`config.mk`:
```
export PLATFORM = sky130hd
export DESIGN_NAME = seven_segment_scan_sequencer_unit
export DESIGN_NICKNAME = d
export VERILOG_FILES = /design/src/rtl/core/sss_pkg.sv /design/src/rtl/core/sss_cfg_regs.sv /design/src/rtl/core/sss_seq.sv /design/src/rtl/core/seven_segment_scan_sequencer_unit.sv
export SDC_FILE = /design/constraint.sdc
export NUM_CORES = 1
export LEC_CHECK = 0
export BUFFER_PORTS_ARGS = -buffer_cell sky130_fd_sc_hd__buf_2
export CORE_ASPECT_RATIO = 0.75
export CORE_MARGIN = 5
export CORE_UTILIZATION = 55
export DETAILED_ROUTE_END_ITERATION = 7
export HOLD_SLACK_MARGIN = 0.05
export PLACE_DENSITY = 0.81
export SETUP_SLACK_MARGIN = 0.05
export SYNTH_ARGS = -nofsm -noshare
export SYNTH_HDL_FRONTEND = slang
export SYNTH_SLANG_ARGS = --single-unit
```
`constraint.sdc`:
```
create_clock -name clk -period 2.8 [get_ports clk]
set_input_delay 0.56 -clock clk [delete_from_list [all_inputs] [get_ports clk]]
set_output_delay 0.56 -clock clk [all_outputs]
set_load 0.005 [all_outputs]
```
`src/rtl/core/sss_pkg.sv`:
```
// Shared types and constants for the seven-segment scan sequencer.
package sss_pkg;

  localparam int DIGIT_COUNT  = 4;
  localparam int FRAME_COUNT  = 7;
  localparam int REG_FRAMES   = 7;
  localparam int WORD_W       = 32;
  localparam int SEG_W        = 8;
  localparam int INTERVAL_W   = 10;
  localparam int DIGIT_W      = 2;
  localparam int CFG_INDEX_W  = 4;
  localparam int POS_W        = $clog2(FRAME_COUNT + 1);
  localparam int FRAME_IDX_W  = $clog2(REG_FRAMES);

  typedef logic [WORD_W-1:0]      word_t;
  typedef logic [SEG_W-1:0]       seg_t;
  typedef logic [INTERVAL_W-1:0]  interval_t;
  typedef logic [DIGIT_W-1:0]     digit_t;
  typedef logic [CFG_INDEX_W-1:0] cfg_index_t;
  typedef logic [POS_W-1:0]       pos_t;
  typedef logic [FRAME_IDX_W-1:0] frame_idx_t;

  // Register indexes: frame words occupy 0 .. REG_FRAMES-1.
  localparam cfg_index_t CFG_FRAME_LIMIT = cfg_index_t'(REG_FRAMES);
  localparam cfg_index_t CFG_INTERVAL    = cfg_index_t'(REG_FRAMES);

  localparam interval_t INTERVAL_RESET = interval_t'(600);

  // Position value that means no sequence is running.
  localparam pos_t POS_IDLE = pos_t'(FRAME_COUNT);
  localparam pos_t POS_FIRST = pos_t'(0);
  localparam digit_t DIGIT_LAST = digit_t'(DIGIT_COUNT - 1);

  typedef struct packed {
    word_t [REG_FRAMES-1:0] frames;
    interval_t              interval;
  } cfg_t;

  typedef struct packed {
    digit_t digit;
    seg_t   segments;
    logic   active;
  } result_t;

endpackage

```
`src/rtl/core/sss_cfg_regs.sv`:
```
// Configuration register file holding the frame words and the frame interval.
module sss_cfg_regs (
  input  logic               clk,
  input  logic               rst,
  input  logic               cfg_write,
  input  sss_pkg::cfg_index_t cfg_index,
  input  sss_pkg::word_t     cfg_data,
  output sss_pkg::cfg_t      cfg
);

  sss_pkg::cfg_t regs;

  always_ff @(posedge clk) begin
    if (rst) begin
      regs.frames   <= '0;
      regs.interval <= sss_pkg::INTERVAL_RESET;
    end else if (cfg_write) begin
      if (cfg_index < sss_pkg::CFG_FRAME_LIMIT) begin
        regs.frames[sss_pkg::frame_idx_t'(cfg_index)] <= cfg_data;
      end else if (cfg_index == sss_pkg::CFG_INTERVAL) begin
        regs.interval <= cfg_data[sss_pkg::INTERVAL_W-1:0];
      end
    end
  end

  assign cfg = regs;

endmodule

```
`src/rtl/core/sss_seq.sv`:
```
// Frame sequencer and digit scan: state update and segment selection per word.
module sss_seq (
  input  logic              clk,
  input  logic              rst,
  input  logic              step,
  input  logic              show_request,
  input  sss_pkg::word_t    live_score_segments,
  input  sss_pkg::cfg_t     cfg,
  output sss_pkg::result_t  result
);

  sss_pkg::pos_t      pos, pos_next, pos_start;
  sss_pkg::interval_t interval_count, interval_count_next, count_inc;
  sss_pkg::word_t     shown_word, shown_word_next;
  sss_pkg::digit_t    digit_counter, digit_counter_next;
  sss_pkg::word_t     frame_sel;
  logic               active;

  always_comb begin
    pos_start           = show_request ? sss_pkg::POS_FIRST : pos;
    pos_next            = pos_start;
    interval_count_next = interval_count;
    shown_word_next     = shown_word;
    count_inc           = interval_count + 1'b1;
    frame_sel           = cfg.frames[sss_pkg::frame_idx_t'(pos_start)];
    active              = 1'b0;

    if (pos_start < sss_pkg::POS_IDLE) begin
      active = 1'b1;
      if (pos_start == sss_pkg::POS_FIRST) begin
        shown_word_next = frame_sel;
        pos_next        = pos_start + 1'b1;
      end else begin
        interval_count_next = count_inc;
        if (count_inc >= cfg.interval) begin
          shown_word_next     = frame_sel;
          pos_next            = pos_start + 1'b1;
          interval_count_next = '0;
        end
      end
    end else begin
      pos_next        = sss_pkg::POS_IDLE;
      shown_word_next = live_score_segments;
    end

    digit_counter_next = (digit_counter == sss_pkg::DIGIT_LAST) ? '0 : digit_counter + 1'b1;
  end

  always_comb begin
    result.digit  = digit_counter;
    result.active = active;
    case (digit_counter)
      2'd0:    result.segments = shown_word_next[31:24];
      2'd1:    result.segments = shown_word_next[23:16];
      2'd2:    result.segments = shown_word_next[15:8];
      default: result.segments = shown_word_next[7:0];
    endcase
  end

  always_ff @(posedge clk) begin
    if (rst) begin
      pos            <= sss_pkg::POS_IDLE;
      interval_count <= '0;
      shown_word     <= '0;
      digit_counter  <= '0;
    end else if (step) begin
      pos            <= pos_next;
      interval_count <= interval_count_next;
      shown_word     <= shown_word_next;
      digit_counter  <= digit_counter_next;
    end
  end

  a_pos_range: assert property (@(posedge clk) disable iff (rst)
    pos <= sss_pkg::POS_IDLE)
    else $error("frame position beyond idle");

  a_request_restarts: assert property (@(posedge clk) disable iff (rst)
    step && show_request |=> pos == sss_pkg::POS_FIRST + 1'b1)
    else $error("show request did not restart the sequence");

  a_idle_stays: assert property (@(posedge clk) disable iff (rst)
    step && !show_request && pos == sss_pkg::POS_IDLE |=> pos == sss_pkg::POS_IDLE)
    else $error("sequence left idle without a request");

endmodule

```
`src/rtl/core/seven_segment_scan_sequencer_unit.sv`:
```
// Top level of the seven-segment scan sequencer.
//
// One word arrives on the tick channel per display refresh tick: a show
// request flag and the live score as four segment bytes. For each accepted
// word the block returns exactly one result word: the digit to drive, its
// segment byte (digit 0 takes the top byte of the word on display) and a flag
// that is high while the stored best-score frames are being played.
// A show request plays the seven frame words, the first at once and each
// later one after cfg.interval ticks; then the live score returns.
// Configuration is a plain write port: index 0 to 6 are the frame words,
// index 7 is the frame interval; other indexes are ignored.
// A word is captured in the input register; when it moves forward, the
// sequencer updates its state and loads the result register. Throughput is
// one word per cycle unless the receiver stalls, set by the single pass from
// input register to result register. When the receiver stalls, the result
// holds, the input register still takes one more word, and only then does
// tick_stall rise. Reset (rst, synchronous) empties both registers, blanks
// the display word, ends any sequence and restores the default interval.
module seven_segment_scan_sequencer_unit (
  input  logic                clk,
  input  logic                rst,
  input  logic                cfg_write,
  input  sss_pkg::cfg_index_t cfg_index,
  input  sss_pkg::word_t      cfg_data,
  input  logic                tick_valid,
  output logic                tick_stall,
  input  logic                show_request,
  input  sss_pkg::word_t      live_score_segments,
  output logic                result_valid,
  input  logic                result_stall,
  output sss_pkg::digit_t     digit_index,
  output sss_pkg::seg_t       segment_bits,
  output logic                best_sequence_active
);

  sss_pkg::cfg_t    cfg;
  sss_pkg::result_t result_comb;
  sss_pkg::result_t result_reg;

  // Input register.
  logic           s1_valid;
  logic           s1_request;
  sss_pkg::word_t s1_live;

  logic step;
  logic take_tick;

  // The held word moves forward when the result register is empty or is
  // being emptied in this same cycle.
  assign step       = s1_valid && (!result_valid || !result_stall);
  assign tick_stall = s1_valid && !step;
  assign take_tick  = tick_valid && !tick_stall;

  sss_cfg_regs u_cfg (
    .clk       (clk),
    .rst       (rst),
    .cfg_write (cfg_write),
    .cfg_index (cfg_index),
    .cfg_data  (cfg_data),
    .cfg       (cfg)
  );

  sss_seq u_seq (
    .clk                 (clk),
    .rst                 (rst),
    .step                (step),
    .show_request        (s1_request),
    .live_score_segments (s1_live),
    .cfg                 (cfg),
    .result              (result_comb)
  );

  always_ff @(posedge clk) begin
    if (rst) begin
      s1_valid <= 1'b0;
    end else if (take_tick) begin
      s1_valid <= 1'b1;
    end else if (step) begin
      s1_valid <= 1'b0;
    end
  end

  always_ff @(posedge clk) begin
    if (take_tick) begin
      s1_request <= show_request;
      s1_live    <= live_score_segments;
    end
  end

  always_ff @(posedge clk) begin
    if (rst) begin
      result_valid <= 1'b0;
    end else if (step) begin
      result_valid <= 1'b1;
    end else if (!result_stall) begin
      result_valid <= 1'b0;
    end
  end

  always_ff @(posedge clk) begin
    if (step) begin
      result_reg <= result_comb;
    end
  end

  assign digit_index          = result_reg.digit;
  assign segment_bits         = result_reg.segments;
  assign best_sequence_active = result_reg.active;

  a_stall_needs_full: assert property (@(posedge clk) disable iff (rst)
    tick_stall |-> s1_valid && result_valid && result_stall)
    else $error("tick stall raised with room in the pipeline");

  a_held_word_kept: assert property (@(posedge clk) disable iff (rst)
    s1_valid && result_valid && result_stall |=> s1_valid)
    else $error("held input word lost while result stalled");

  a_step_fills_result: assert property (@(posedge clk) disable iff (rst)
    step |=> result_valid)
    else $error("processed word did not reach the result register");

endmodule
```
* Word level (Yosys, flattened, before mapping)
Cells that the tools add are included.
Storage, ports and cells: register bits 327, bits of input ports 74, logic and storage cells 70
Cells by class: add/subtract/negate cells 3, order comparisons 6, equality and inequality tests 5, multiplexer cells 20, bitwise logic cells 2, reductions and logical operators 15
Operator list (count):
- bitwise mux 224 bit | 1
- 2-to-1 mux 32 bit | 5
- binary-select mux 32 bit (select 3 bit) | 1
- demux 32 bit (select 3 bit) | 1
- case mux 8 bit (3 select lines) | 1
- 2-to-1 mux 3 bit | 4
- adder 10 x 1 -> 10 bit (second input constant) | 1
- greater-or-equal comparator 10 bit | 1
- 2-to-1 mux 10 bit | 1
- < comparator 3 x 4 -> 1 bit (second input constant) | 2
- AND reduction 3 bit | 2
- 2-to-1 mux 1 bit | 5
- equality test 2 bit (second input constant) | 2
- equality test 4 x 3 -> 1 bit (second input constant) | 1
- logical AND 1 bit | 4
- zero test 1 bit | 4
- < comparator 4 x 3 -> 1 bit (second input constant) | 1
- adder 3 x 1 -> 3 bit (second input constant) | 1
- greater-or-equal comparator 3 x 1 -> 1 bit (second input constant) | 1
- zero test 3 bit | 1
- < comparator 3 bit (second input constant) | 1
- adder 2 x 1 -> 2 bit (second input constant) | 1
- equality test 2 x 1 -> 1 bit (second input constant) | 1
- zero test 2 bit | 1
- other kinds (6) | 7

* Longest topological paths before layout
depth after elaboration 8, depth in mapped cells 15, mapped depth without buffers 13

* Modules after synthesis
From an unflattened synthesis, not the netlist that was laid out.
Second synthesis, totals: cell total of the unflattened synthesis 1658, area, all modules 16543.4 µm²
Modules (own cells, without submodules):
- sss_cfg_regs | times used 1, cells each 814, area each 9190.1 µm², sequential area each 4684.5 µm²
- sss_seq | times used 1, cells each 790, area each 5945.7 µm², sequential area each 940.9 µm²
- seven_segment_scan_sequencer_unit | times used 1, cells each 54, area each 1407.6 µm², sequential area each 1361.3 µm²

* Worst setup path before layout
No wires, ideal clock.
kind reg-to-reg, start register u_seq.interval_count[0], end register result_reg (netlist bit segment_bits[5]), data pin, setup time 264 ps, arrival 2843 ps, slack -306 ps, cell stages (with the launch flop) 16, buffers on the path 2, clock period less this slack 3106 ps, cells stage by stage dfxtp_1 -> ha_1 -> and3_1 -> and3_1 -> nand3_1 -> xnor2_1 -> ha_1 -> and4_4 -> nand2_1 -> o211ai_4 -> a21o_4 -> buf_6 -> buf_2 -> o211ai_1 -> a21oi_1 -> a21oi_1
RTL lines:
- from (decl) | line sss_seq.sv:13 | sss_pkg::interval_t interval_count, interval_count_next, count_inc;
- from (signal assigned) | line sss_seq.sv:68 | interval_count <= interval_count_next;
- to (signal assigned) | line seven_segment_scan_sequencer_unit.sv:102 | result_reg <= result_comb;
- to (decl) | line seven_segment_scan_sequencer_unit.sv:38 | sss_pkg::result_t result_reg;

==> results by group <==
Synthesis
  • Fraction of registers with async set/reset: 0%
  • Synth Flop Type: dfxtp_1
  • Area of the mapped netlist: roughly 15000 um^2
  • Yosys reg bits: 327
  • Syn Area/Cell: 7.97 um^2
  • Library cells used by synthesis: about 70
  • Synthesized Nets: just under 2000
  • Post-Synthesis Cells: 1847
  • Seq/Total Area, Yosys: 47.4%
  • Syn. warnings: 0
  • EDFF count, synth: 44

Setup path
  • RR Startpoint: u_seq.interval_count[1]
  • Worst-path fanout max: 10
  • Critical path class: reg2reg
  • Setup slack, reg-to-reg: -0.51 ns
  • Register-to-Register Path Depth: 15
  • Most common cell on crit path: and3_4
  • Crit start category: flip-flop
  • Critical path cell sequence: ha_4, and3_4, and3_4, nand3_2, xnor2_2, ha_1, a211o_1, o211ai_1, o211ai_4, buf_6, a21oi_4, buf_12, nor3_4, nor3_1, a31oi_1
  • Data required time at the worst endpoint: 3.11 ns
  • Critical path arrival: 3.62 ns
  • Largest stage delay, worst path: 0.44 ns
  • CP max stage cell: nor3_1
  • Worst Setup SP: u_seq.interval_count[1]
  • Worst R2R End: segment_bits[1]
  • Crit end category: flip-flop

Cells and area
  • NumNets Final: a little over 2000
  • Most frequent cells in the layout: nand2_1 (555), a21oi_1 (312), dfxtp_1 (278)
  • Filler Cell Count: 2019
  • Area of the multi-input gates: 7520 um^2
  • Ant diodes: 0
  • Leading cell type in the layout, fill and taps excluded: nand2_1
  • Share of layout cells above drive strength 1: between 10% and 20%
  • Area delta synth->final: 19.2%
  • Reg area: 7000 um^2

Detailed routing
  • Iter 0 DRT Violations: 2016
  • Routed vias: 14400
  • Met2 WL: approximately 22 mm
  • Met1 Routed Length: 18.4 mm
  • Top Metal Used: met5
  • Post-Route WL: 48.4 mm
  • Met3 WL: 5.43 mm
  • Final antenna-violating net count: 0
  • Initial DRT Pass Iterations: 7
  • Wirelength per Cell: 21.0 um
  • Vias/cell: about 6.2
  • Drc violations: 0

Status
  • Failing checks: negative setup slack
  • Outcome: finished, violations left

Power and ir drop
  • Clock power share: 39.7%
  • Combinational share of power: roughly an eighth
  • Switch share: 26.8%
  • Overall Power: 10.3 mW
  • Psw: 2.75 mW
  • Cell Int Power: 7.51 mW
  • VDD IR max: roughly 0.00054 V
  • Cell Pwr Density: 584 nW/um^2
  • LEAKAGE: approximately 6.5 nW
  • Sequential Power Share: 48.2%

Clock network
  • H-tree depth: 1
  • Clock sinks: 327
  • CTS tree: built
  • Cts hold-fix bufs: 0
  • Clk_lat worst skew: 0.59 ns
  • CTS Buffer Depth: 3
  • Root buf cell: clkbuf_16
  • CTS clock-pin slew for the worst setup and hold paths: around 0.070 ns
  • Num CTS Buffers: 31

Floorplan
  • Rows: between 50 and 60
  • DIE WIDTH: ~200 um
  • Initial core utilization: between 50% and 60%
  • Core ar.: 26200 um^2
  • Count of boundary I/O pins: 87
  • Die Y: around 150 um
  • Die footprint: 30200 um^2

Timing
  • Clock skew: 0.0291 ns
  • Hold_ws: ~0.14 ns
  • Final setup vio count: 52
  • Fin crit share: 118%
  • Tmin final: 3.31 ns
  • Pins Over Slew Limit: 0
  • Relative slew slack: just under 40%
  • Final worst setup slack: -0.515 ns
  • Hold Vio Cnt, Final: 0
  • Fmax: 0.302 GHz
  • Worst slew pin tran: 0.915 ns
  • RSZ-0062 raised after global routing: true

Hold path
  • Worst Hold Launch: live_score_segments[16]
  • Worst hold path class: in2reg
  • Hold path endpoint: s1_live[16]
  • Worst hold stages: 1

Global routing
  • Number of global-route vias before repair: 13500
  • Initial antenna violation count: 1
  • First-pass GRT wire length: 72.9 mm
  • Remaining Overflow, GRT: 0
  • Tot GR Track Use: 30.0%
  • Largest net degree at the start of global routing: 102

Placement
  • Gpl congestion: 0.888
  • Port Buffers: 86
  • Post-DP HPWL: roughly 28 mm

Job
  • MaxCap Viol Count: 0
==> registers in the layout (all words and copies together) (netlist names) <==
register / cells
best_sequence_active: 1
u_seq.interval_count: 10
s1_live: 32
digit_index: 2
u_seq.shown_word: 32
u_cfg.cfg: 234
segment_bits: 8
s1_valid: 1
u_seq.digit_counter: 2
s1_request: 1
result_valid: 1
u_seq.pos: 3
==> routing by layer <==
layer  vias up  global-route usage, %
met5         -                      0
met4         2                   11.9
met3       210                   5.79
met2       932                   48.7
met1      6731                   40.0
li1       6503                      -
==> area by class of cell <==
type	instances	share of cell area, %
well taps	344	2.45
repair buffers	199	8.91
clock buffers	39	4.72
clock inverters	19	0.791
inverters	21	0.449
flip-flops and latches	327	39.9
multi-input cells	1352	42.8
==> synth_stat cells (7+ instances only) <==
| cell | n | share of area [%] |
|---|---|---|
| o211ai_1 | 7 | 0.36 |
| a22oi_1 | 28 | 1.4 |
| and2_1 | 7 | 0.30 |
| inv_1 | 17 | 0.43 |
| and3_1 | 17 | 0.72 |
| nand2_1 | 559 | 14 |
| clkbuf_2 | 9 | 0.31 |
| nor2_1 | 68 | 1.7 |
| nor3_1 | 28 | 0.95 |
| buf_2 | 27 | 0.92 |
| ha_1 | 18 | 1.5 |
| o21ai_0 | 56 | 1.9 |
| clkbuf_1 | 102 | 2.6 |
| buf_4 | 8 | 0.41 |
| dfxtp_1 | 283 | 38 |
| edfxtp_1 | 44 | 9.0 |
| a211oi_1 | 19 | 0.97 |
| mux2i_1 | 50 | 3.4 |
| o221ai_1 | 7 | 0.42 |
| mux2_2 | 12 | 0.92 |
| a31oi_1 | 9 | 0.38 |
| o21ai_1 | 12 | 0.41 |
| a21oi_1 | 323 | 11 |
| nand3_1 | 27 | 0.92 |
==> metrics by stage <==
stage	utilization, %	worst slack (ns)	instances	TNS [ns]	cell area, um^2
global placement	60.8	-0.360	2222	-10.66	15900
detailed placement	60.8	-0.470	2222	-14.92	15900
global route	67.1	-0.580	2301	-19.58	17600
finish	67.1	-0.515	2301	-13.80	17600
floorplan	-	-0.163	1847	-1.53	14800
CTS	65.5	-0.306	2293	-9.74	17100
==> worst max-delay path, delay by kind of cell, from the launching register on <==
kind            cells  cell delay (ns)
buf+inv             2             0.34
simple gates        5             1.00
compound gates      5             0.84
fa+ha+maj           2             0.35
flops               1             0.37
xor+xnor            1             0.16
==> repair_timing <==
item                                    CTS  global route
endpoints found under the setup margin   53            53
setup buffers                             8             5
gates resized for setup                  32            79
pin swaps                                 6            35
gates cloned                              5             3
==> worst max-delay path by stage <==
stage / to / slack (ns) / cells past startpoint
4_1_cts: segment_bits[6] / -0.31 / 15
2_1_floorplan: segment_bits[7] / -0.16 / 14
3_5_place_dp: u_seq.shown_word[11] / -0.47 / 14
5_1_grt: segment_bits[1] / -0.58 / 15
3_3_place_gp: u_seq.shown_word[29] / -0.36 / 13
6_report: segment_bits[1] / -0.51 / 15
==> kinds of logic (layout without fill, tap and decap cells) <==
family                     count (synthesis)  in the layout  share of synthesized area (%)
buffers and inverters                    171            278                           4.97
muxes                                     62             62                           4.32
xor gates and xnor gates                   8              8                          0.476
DFF                                      327            327                           47.4
AOI/OAI and AO/OA                        518            520                           20.5
adders and majority gates                 18             18                           1.53
and+or+nand+nor                          743            744                           20.8
==> power groups by stage <==
| stage | logic, mW | registers (mW) | clock network [mW] |
|---|---|---|---|
| after floorplan | 0.619 | 5.02 | 0 |
| after detailed placement | 1.04 | 5.04 | 0 |
| after global placement | 1.02 | 5.04 | 0 |
| after CTS | 1.10 | 4.94 | 4.06 |
| final | 1.24 | 4.95 | 4.07 |
| after global routing | 1.30 | 4.95 | 4.29 |
(Power assumes the default switching activity.)
